## config.mk

```make
export PLATFORM = sky130hd
export DESIGN_NAME = dsst_div
export DESIGN_NICKNAME = d
export VERILOG_FILES = /design/src/design/dsst_div_cell.sv /design/src/design/dsst_div.sv
export SDC_FILE = /design/constraint.sdc
export NUM_CORES = 1
export LEC_CHECK = 0
export BUFFER_PORTS_ARGS = -buffer_cell sky130_fd_sc_hd__clkbuf_2
export CAP_MARGIN = 20
export CORE_MARGIN = 1
export CORE_UTILIZATION = 30
export DETAILED_ROUTE_END_ITERATION = 10
export GPL_ROUTABILITY_DRIVEN = 0
export SLEW_MARGIN = 30
export SYNTH_ARGS = -nofsm -noshare
export SYNTH_HDL_FRONTEND = slang
export SYNTH_SLANG_ARGS = --single-unit
export TNS_END_PERCENT = 1
```

## constraint.sdc

```tcl
create_clock -name i_clk -period 2 [get_ports i_clk]
set_input_delay 0.1 -clock i_clk [delete_from_list [all_inputs] [get_ports i_clk]]
set_output_delay 0.1 -clock i_clk [all_outputs]
set_load 0.02 [all_outputs]
```

## src/design/dsst_div_cell.sv

```systemverilog
`timescale 1ns / 1ps
`default_nettype none
module dsst_div_cell #(
    parameter int DW = 8,
    parameter int VW = 8,
    parameter int SW = 1
) (
    input  wire logic          i_clk,
    input  wire logic          i_rst_n,
    input  wire logic          i_vld,
    input  wire logic [VW-1:0] i_rem,
    input  wire logic [DW-1:0] i_acc,
    input  wire logic [VW-1:0] i_dvs,
    input  wire logic [SW-1:0] i_side,
    output logic               o_vld,
    output logic      [VW-1:0] o_rem,
    output logic      [DW-1:0] o_acc,
    output logic      [VW-1:0] o_dvs,
    output logic      [SW-1:0] o_side
);
    logic [VW:0]   t;
    logic [VW:0]   d;
    logic          ge;
    logic [VW-1:0] n_rem;

    // shift in the next dividend bit, subtract if it fits
    always_comb begin
        t     = {i_rem, i_acc[DW-1]};
        d     = t - {1'b0, i_dvs};
        ge    = (t >= {1'b0, i_dvs});
        n_rem = ge ? d[VW-1:0] : t[VW-1:0];
    end

    always_ff @(posedge i_clk) begin
        if (!i_rst_n) begin
            o_vld <= 1'b0;
        end else begin
            o_vld <= i_vld;
        end
    end

    always_ff @(posedge i_clk) begin
        o_rem  <= n_rem;
        o_acc  <= {i_acc[DW-2:0], ge};
        o_dvs  <= i_dvs;
        o_side <= i_side;
    end
endmodule
`default_nettype wire

```

## src/design/dsst_div.sv

```systemverilog
`timescale 1ns / 1ps
`default_nettype none
module dsst_div #(
    parameter int DW = 8,
    parameter int VW = 8,
    parameter int SW = 1
) (
    input  wire logic          i_clk,
    input  wire logic          i_rst_n,
    input  wire logic          i_vld,
    input  wire logic [DW-1:0] i_dividend,
    input  wire logic [VW-1:0] i_divisor,
    input  wire logic [SW-1:0] i_side,
    output logic               o_vld,
    output logic      [DW-1:0] o_quot,
    output logic      [SW-1:0] o_side
);
    logic          vld  [DW+1];
    logic [VW-1:0] rem  [DW+1];
    logic [DW-1:0] acc  [DW+1];
    logic [VW-1:0] dvs  [DW+1];
    logic [SW-1:0] side [DW+1];

    assign vld[0]  = i_vld;
    assign rem[0]  = '0;
    assign acc[0]  = i_dividend;
    assign dvs[0]  = i_divisor;
    assign side[0] = i_side;

    // one quotient bit per cell, MSB first
    for (genvar k = 0; k < DW; k++) begin : g_cell
        dsst_div_cell #(.DW(DW), .VW(VW), .SW(SW)) u_cell (
            .i_clk  (i_clk),
            .i_rst_n(i_rst_n),
            .i_vld  (vld[k]),
            .i_rem  (rem[k]),
            .i_acc  (acc[k]),
            .i_dvs  (dvs[k]),
            .i_side (side[k]),
            .o_vld  (vld[k+1]),
            .o_rem  (rem[k+1]),
            .o_acc  (acc[k+1]),
            .o_dvs  (dvs[k+1]),
            .o_side (side[k+1])
        );
    end

    assign o_vld  = vld[DW];
    assign o_quot = acc[DW];
    assign o_side = side[DW];
endmodule
`default_nettype wire

```

# After elaboration in Yosys (flattened, before gate mapping)
# Index checks and enable logic that the tools add are counted.
dict set report op_classes {
  order_cmp 8
  addsub 7
  muxes 7
}
# op n
set op_table {}
lappend op_table {{$ge A9 B8 Y1} 7}
lappend op_table {{$mux W8} 6}
lappend op_table {{$sub A8 B8 Y8} 6}
lappend op_table {{$ge A1 B8 Y1} 1}
lappend op_table {{$sub A1 B8 Y8} 1}
lappend op_table {{$mux W1} 1}
dict set report word_totals {
  wordCells 61
  out_inout_bits 10
  register_bits 192
}

# Depth between registers and ports, before layout
# Gate-level depths: netlist (run 1).
dict set report depth {
  ltp_word 2
  mapped_depth 9
  mapped_depth_nobuf 8
}

# Modules after synthesis
# From an unflattened synthesis (run 1), not the netlist that was laid out.
dict set report hier_totals {
  hier_cells 765
  area_unflattened_um2 8399.3
}
# mod instances area_per_inst_um2 cells_per_inst seq_area_each_um2
set modules_own_cells {}
lappend modules_own_cells {{dsst_div_cell (g_cell[1].u_cell ...)} 6 1047.3 96 520.5}
lappend modules_own_cells {{dsst_div_cell (g_cell[0].u_cell)} 1 1066.0 93 520.5}
lappend modules_own_cells {{dsst_div_cell (g_cell[4].u_cell)} 1 1046.0 95 520.5}
lappend modules_own_cells {dsst_div 1 3.8 1 0.0}

# Worst setup path after synthesis (run 1)
# No wires, ideal clock.
dict set report synth_timing {
  path_kind {register -> register}
  start {register g_cell[2].u_cell.o_dvs[2]}
  end {register g_cell[3].u_cell.o_rem[2]}
  setup_time_ns 0.121
  slack_ns -0.175
  arrival_ns 2.055
  stages_incl_launch_ff 8
  path_cell_list {dfxtp_1 inv_1 ha_1 o211ai_1 a21o_2 a311oi_2 a2111oi_4 mux2_2}
}
dict set report synth_between {
  elab_chain_len 2
}
# element line_no
set synth_rtl {}
lappend synth_rtl {{start: declaration} dsst_div_cell.sv:18} ;# output logic [VW-1:0] o_dvs,
lappend synth_rtl {{start signal: assignment} dsst_div_cell.sv:45} ;# o_dvs <= i_dvs;
lappend synth_rtl {{$sub A8 B8 Y8 or $ge A9 B8 Y1 (tied branches)} {dsst_div_cell.sv:29, dsst_div_cell.sv:30}}
lappend synth_rtl {{$mux W8 *} dsst_div_cell.sv:31} ;# n_rem = ge ? d[VW-1:0] : t[VW-1:0];
lappend synth_rtl {{named net g_cell[3].u_cell.n_rem[2]} dsst_div_cell.sv:24} ;# logic [VW-1:0] n_rem;
lappend synth_rtl {{end signal: assignment} dsst_div_cell.sv:43} ;# o_rem <= n_rem;
lappend synth_rtl {{end: declaration} dsst_div_cell.sv:16} ;# output logic [VW-1:0] o_rem,
# Mark *: on every way through the listed nets, which the timed path passes. The rest lies on a longest branch.
# A chain may end at the register's enable or synchronous reset.

# Final worst setup path (run 1)
dict set report layout_timing {
  start {register g_cell[2].u_cell.o_dvs[2]}
  end {register g_cell[3].u_cell.o_rem[3]}
}
# The elaborated chain is that of the path after synthesis.

==> results of run 1 <==
power groups by stage:
stage / sequential [mW] / clock [mW] / combinational [mW]
after floorplan: 4.54 / 0 / 2.12
after global placement: 4.61 / 0 / 2.91
after detailed placement: 4.62 / 0 / 2.96
after CTS: 4.55 / 3.25 / 3.13
after global routing: 4.63 / 3.43 / 3.75
final: 4.57 / 3.13 / 3.38
critical path: stages, from the launching register on:
cell       delay, ns
dfxtp_2         0.34
inv_2           0.04
ha_4            0.23
o211ai_1        0.16
a21o_2          0.16
a311oi_4        0.11
a2111oi_4       0.33
clkbuf_16       0.23
mux2_4          0.29
worst paths after layout:
path                                                        start                           endpoint  slack, ns  cells after the start
worst max-delay path            g_cell[2].u_cell.o_dvs[2]$_DFF_P_  g_cell[3].u_cell.o_rem[3]$_DFF_P_     -0.002                      8
worst min-delay path                                i_dividend[5]  g_cell[0].u_cell.o_acc[6]$_DFF_P_       0.31                      2
worst max register to register  g_cell[2].u_cell.o_dvs[2]$_DFF_P_  g_cell[3].u_cell.o_rem[3]$_DFF_P_     -0.002                      8
worst min register to register  g_cell[0].u_cell.o_acc[5]$_DFF_P_  g_cell[1].u_cell.o_acc[6]$_DFF_P_       0.33                      0
flip-flops by register name (all words and copies together) (netlist names):
name,count
g_cell.u_cell.o_rem,56
g_cell.u_cell.o_dvs,56
g_cell.u_cell.o_side,8
g_cell.u_cell.o_vld,8
g_cell.u_cell.o_acc,64
cell usage after synthesis (2+ instances only):
cell and n:
nand2b_1 13, buf_4 8, nor2b_1 6, dfxtp_1 192
mux2i_1 13, a311o_1 6, nor3b_1 3, mux2_2 34
nor3_1 18, buf_2 4, nand4_1 2, nand2_1 10
a211oi_1 9, nand3_1 11, o21ai_0 14, ha_1 58
fa_1 6, a21oi_1 17, and2_1 10, and3_1 5
nor4_1 7, o31a_1 6, o21a_1 10, a31oi_1 2
o311a_1 5, a211o_1 8, or3_1 2, a21o_1 19
xnor2_1 17, a2111oi_0 5, xor2_1 4, inv_1 83
clkbuf_1 6, nor2_1 28
layer usage:
| layer | share of wire [%] | GRT usage [%] | wire (µm) | up-vias |
|---|---|---|---|---|
| met4 | 0.69 | 3.28 | 89 | 0 |
| met5 | 0 | 0 | 0 | - |
| met3 | 2.2 | 3.44 | 280 | 9 |
| li1 | - | - | - | 2536 |
| met1 | 42 | 11.2 | 5480 | 2293 |
| met2 | 55 | 21.3 | 7140 | 39 |
cell families after synthesis:
family                   count (synthesis)  share of synthesized area, %
XOR/XNOR                                21                          2.54
buffers and inverters                  101                          5.73
adder cells (fa/ha/maj)                 64                          11.7
flip-flops                             192                          53.1
AO/OA/AOI/OAI                          109                          11.5
multiplexers                            47                          7.09
AND/OR/NAND/NOR                        116                          8.30
per-stage QoR:
stage	instance area (µm²)	total power [mW]	setup WS, ns
final	9860	11.1	-0.00162
after global routing	9860	11.8	-0.0788
after CTS	9420	10.9	-0.0194
after detailed placement	8500	7.58	-0.134
after global placement	8500	7.52	-0.0769
after floorplan	7330	6.66	-0.0211
timing repair:
item,in CTS,in global routing
hold buffers,20,0
setup buffers,0,10
endpoints found under the setup margin,41,42
gates resized for setup,35,74
pin swaps,7,27
endpoints found under the hold margin,30,0
final cells by class:
cell class                      count  area (µm²)
Multi-Input combinational cell    357        3550
Tap cell                          319         399
Clock buffer                       18         439
Inverter                           83         312
Fill cell                        2250       13700
Timing Repair Buffer              153        1180
Sequential cell                   192        3870
Clock inverter                     12         105
==> flow_metrics.tcl, run 1 <==
set metrics [dict create \
    required_ns 2.31 \
    hold_violations 0 \
    swShare_pct 28.9 \
    netlist_top_cells_area "dfxtp_1 (53%), ha_1 (10%), mux2_2 (5.3%)" \
    setup_viol 2 \
    ios 30 \
    yosysTopAreaCell "dfxtp_1" \
    clock.fmax_mhz 500 \
    antenna_found_initial 0 \
    diodes 0 \
    p_int_mw 7.88 \
    drv_cap 0 \
    startpoint_type "register" \
    ys_types 43 \
    num-nets-final 888 \
    leakage_nw 4.57 \
    dr.pass1.iters 4 \
    relSlewSlack_pct 65.4 \
    synth_nets 734 \
    path_clk_slew_ns 0.07 \
    hp-class "in2reg" \
    dpl.hpwl_um 9240 \
    power_frac_seq_pct 41.2 \
    instances_no_fill 1134 \
    grt_setup_unrepaired "yes" \
    status "complete, but fails checks" \
    wl_per_cell_um 11.5 \
    viasPerCell 4.30 \
    tightest_slew_ns 0.513 \
    place_inst 1074 \
    synthToLayoutAreaGrowth_pct 36.3 \
    ir_drop_mv 0.454 \
    whs_ns 0.310 \
    cp-end-kind "register" \
    clock-sinks 192 \
    drive_above_1_share_pct 37.1 \
    track_usage_pct 11.0 \
    h-tree-depth 4 \
    netlist.area_leader.share_pct 53.1 \
    async_reset_ff_share_pct 0 \
    pwr-share-clk_pct 28.3 \
    synth_cells 650 \
    min_period_over_period_pct 100 \
    die_h_um 157 \
    grt_max_degree 18 \
    violations "negative setup slack" \
    cts_tree "yes" \
    worstPathArrival_ns 2.31 \
    seq_area_frac_synth_pct 53.1 \
    cts_buffers 17 \
    fin_crit_ns 2.00 \
    clk_path_buf_depth 2 \
    drc 0 \
    fp.dieArea_um2 24700 \
    setup_tns_ns -0.00305 \
    drt-total-wl_um 13000 \
    grt-ovfl-total 0 \
    grt_pass1_wl_um 21500 \
    start_util_pct 30.7 \
    synthFlopType "dfxtp_1" \
    ys_seq_elements 192 \
    crit_fanout 8 \
    fp.coreArea_um2 23500 \
    power_frac_comb_pct 30.5 \
    yosysWarnings 0 \
    fin_util_pct 41.9 \
    first_iter_violations 192 \
    drtAntennaViolNets 0 \
    crit_type "reg2reg" \
    avgSynthCellArea_um2 11.1 \
    root_buffer "clkbuf_16" \
    synthesis.area_um2 7230 \
    die_w_um 157 \
    clk_latency_ns 0.42 \
    vias 4877 \
    portBuffers 29 \
    finalMaxSlewViolations 0 \
    power.net_switching_mw 3.21 \
    grt_pass1_vias 4968 \
    layout_common_cells "dfxtp_1 (170), buf_4 (98), inv_1 (73)" \
    worst_slack_ns -0.00162 \
    final.setup_skew_ns 0.00980 \
    power_density_nw_per_um2 1120 \
    rows 56 \
    final_common_cell "dfxtp_1" \
    synth_edf_count 0 \
]
Power figures use the tool's default switching activity.
==> inputs of run 2 (changes only) <==
--- a/config.mk
+++ b/config.mk
@@ -14,5 +14,6 @@
 export SLEW_MARGIN = 30
 export SYNTH_ARGS = -nofsm -noshare
 export SYNTH_HDL_FRONTEND = slang
+export SYNTH_HIERARCHICAL = 1
 export SYNTH_SLANG_ARGS = --single-unit
 export TNS_END_PERCENT = 1
==> flow_metrics.tcl, run 2 <==
set metrics [dict create \
    status "finished clean" \
    dpl.hpwl_um 9870 \
    wl_per_cell_um 11.3 \
    grt-busiest-layer "met2" \
    antenna_found_initial 0 \
    num-nets-final 920 \
    largest_reg_flops 64 \
    power_density_nw_per_um2 1510 \
    use_met2_pct 19.2 \
    viasPerCell 4.38 \
    crit_fanout 2 \
    root_buffer "clkbuf_16" \
    hold_violations 0 \
    clock-sinks 192 \
    first_iter_violations 211 \
    min_path_cells 4 \
    drtAntennaViolNets 0 \
    ios 30 \
    clk_latency_ns 0.44 \
    die_h_um 163 \
    cts_buffers 17 \
    portBuffers 29 \
    grtUsageMet1_pct 11.0 \
    largest-register "g_cell.u_cell/o_acc" \
    place_inst 1118 \
    cts_tree "yes" \
    synth_cells 710 \
    clk_path_buf_depth 2 \
    h-tree-depth 4 \
    leakage_nw 4.37 \
    worstPathArrival_ns 2.31 \
    clock.fmax_mhz 505 \
    grt_pass1_vias 5057 \
    place_area_um2 8710 \
    drt-total-wl_um 13200 \
    grt_setup_unrepaired "yes" \
    r2r_slack_ns 0.03 \
    yosysWarnings 6 \
    track_usage_pct 10.5 \
    fp.coreArea_um2 25300 \
    seq_area_um2 3860 \
    path_clk_slew_ns 0.08 \
    whs_ns 0.0794 \
    die_w_um 163 \
    instances_no_fill 1172 \
    diodes 0 \
    synthToLayoutAreaGrowth_pct 25.3 \
    r2r_cells 8 \
    multiInputGateArea_um2 3730 \
    setup_tns_ns 0 \
    ir_drop_mv 0.622 \
    fin_crit_ns 1.98 \
    grt_max_degree 21 \
    grt_pass1_wl_um 21900 \
    min_period_over_period_pct 99.0 \
    drv_cap 0 \
    setup_viol 0 \
    hp-class "in2reg" \
    grt-ovfl-total 0 \
    synthesis.area_um2 7790 \
    layout_common_cells "dfxtp_1 (182), inv_1 (96), buf_4 (52)" \
    start_util_pct 30.8 \
    reg_top3 "g_cell.u_cell/o_acc (64), g_cell.u_cell/o_dvs (56), g_cell.u_cell/o_rem (56)" \
    finalMaxSlewViolations 0 \
    met3_usage_pct 2.51 \
    totalPowerFinal_mw 14.7 \
    avgSynthCellArea_um2 11.0 \
    finish.instance_area_um2 9760 \
    final_common_cell "dfxtp_1" \
    rows 58 \
    dr.pass1.iters 4 \
    cp-end-kind "register" \
    startpoint_type "primary input" \
    fp.dieArea_um2 26600 \
    fill_cells 2474 \
    required_ns 2.33 \
    final.setup_skew_ns 0.00980 \
    drive_above_1_share_pct 26.8 \
    crit_type "in2reg" \
    drc 0 \
    vias 5132 \
]
run 2: per-stage QoR:
stage,utilization (%),setup slack [ns]
6_report,38.6,0.0204
5_1_grt,38.6,-0.0179
3_5_place_dp,34.4,-0.0489
2_1_floorplan,-,0.0543
3_3_place_gp,34.4,-0.0316
4_1_cts,37.7,-0.0496
run 2: repair_timing:
action	4_1_cts	5_1_grt
gates resized for setup	7	40
pin swaps	6	11
hold buffers	20	0
endpoints found under the setup margin	20	32
hold endpoints to repair	25	0
setup buffers	0	2
run 2: critical path: stages:
cell           delay [ns]
clkbuf_2             0.08
dlygate4sd3_1        0.56
ha_1                 0.22
fa_2                 0.38
nor2b_2              0.15
o31a_1               0.18
nor4_1               0.06
a311o_1              0.32
mux2_4               0.26
run 2: power by group:
part           switching, mW  internal, mW  leakage [nW]
Sequential             0.410          4.75          1.62
Clock                   1.65          1.94         0.311
Combinational           2.89          3.09          2.44
run 2: final timing paths:
check / startpoint / end
max reg2reg: g_cell[0].u_cell/o_acc[7]$_DFF_P_ / g_cell[1].u_cell/o_rem[6]$_DFF_P_
max: i_divisor[0] / g_cell[0].u_cell/o_rem[6]$_DFF_P_
min: i_dividend[7] / g_cell[0].u_cell/o_rem[0]$_DFF_P_
min reg2reg: g_cell[0].u_cell/o_acc[1]$_DFF_P_ / g_cell[1].u_cell/o_acc[2]$_DFF_P_
run 2: final cells by class:
cell class,count,share of cell area [%]
multi-input cells,417,38.2
clock buffers,17,4.36
clock inverters,15,2.14
well taps,330,4.23
inverters,99,3.81
flip-flops and latches,192,39.5
repair buffers,102,7.74
run 2: routing by layer:
| layer | vias to the layer above | wire length [µm] |
|---|---|---|
| met5 | - | 0 |
| met4 | 0 | 246 |
| met3 | 19 | 325 |
| met2 | 70 | 6940 |
| met1 | 2380 | 5700 |
| li1 | 2663 | - |
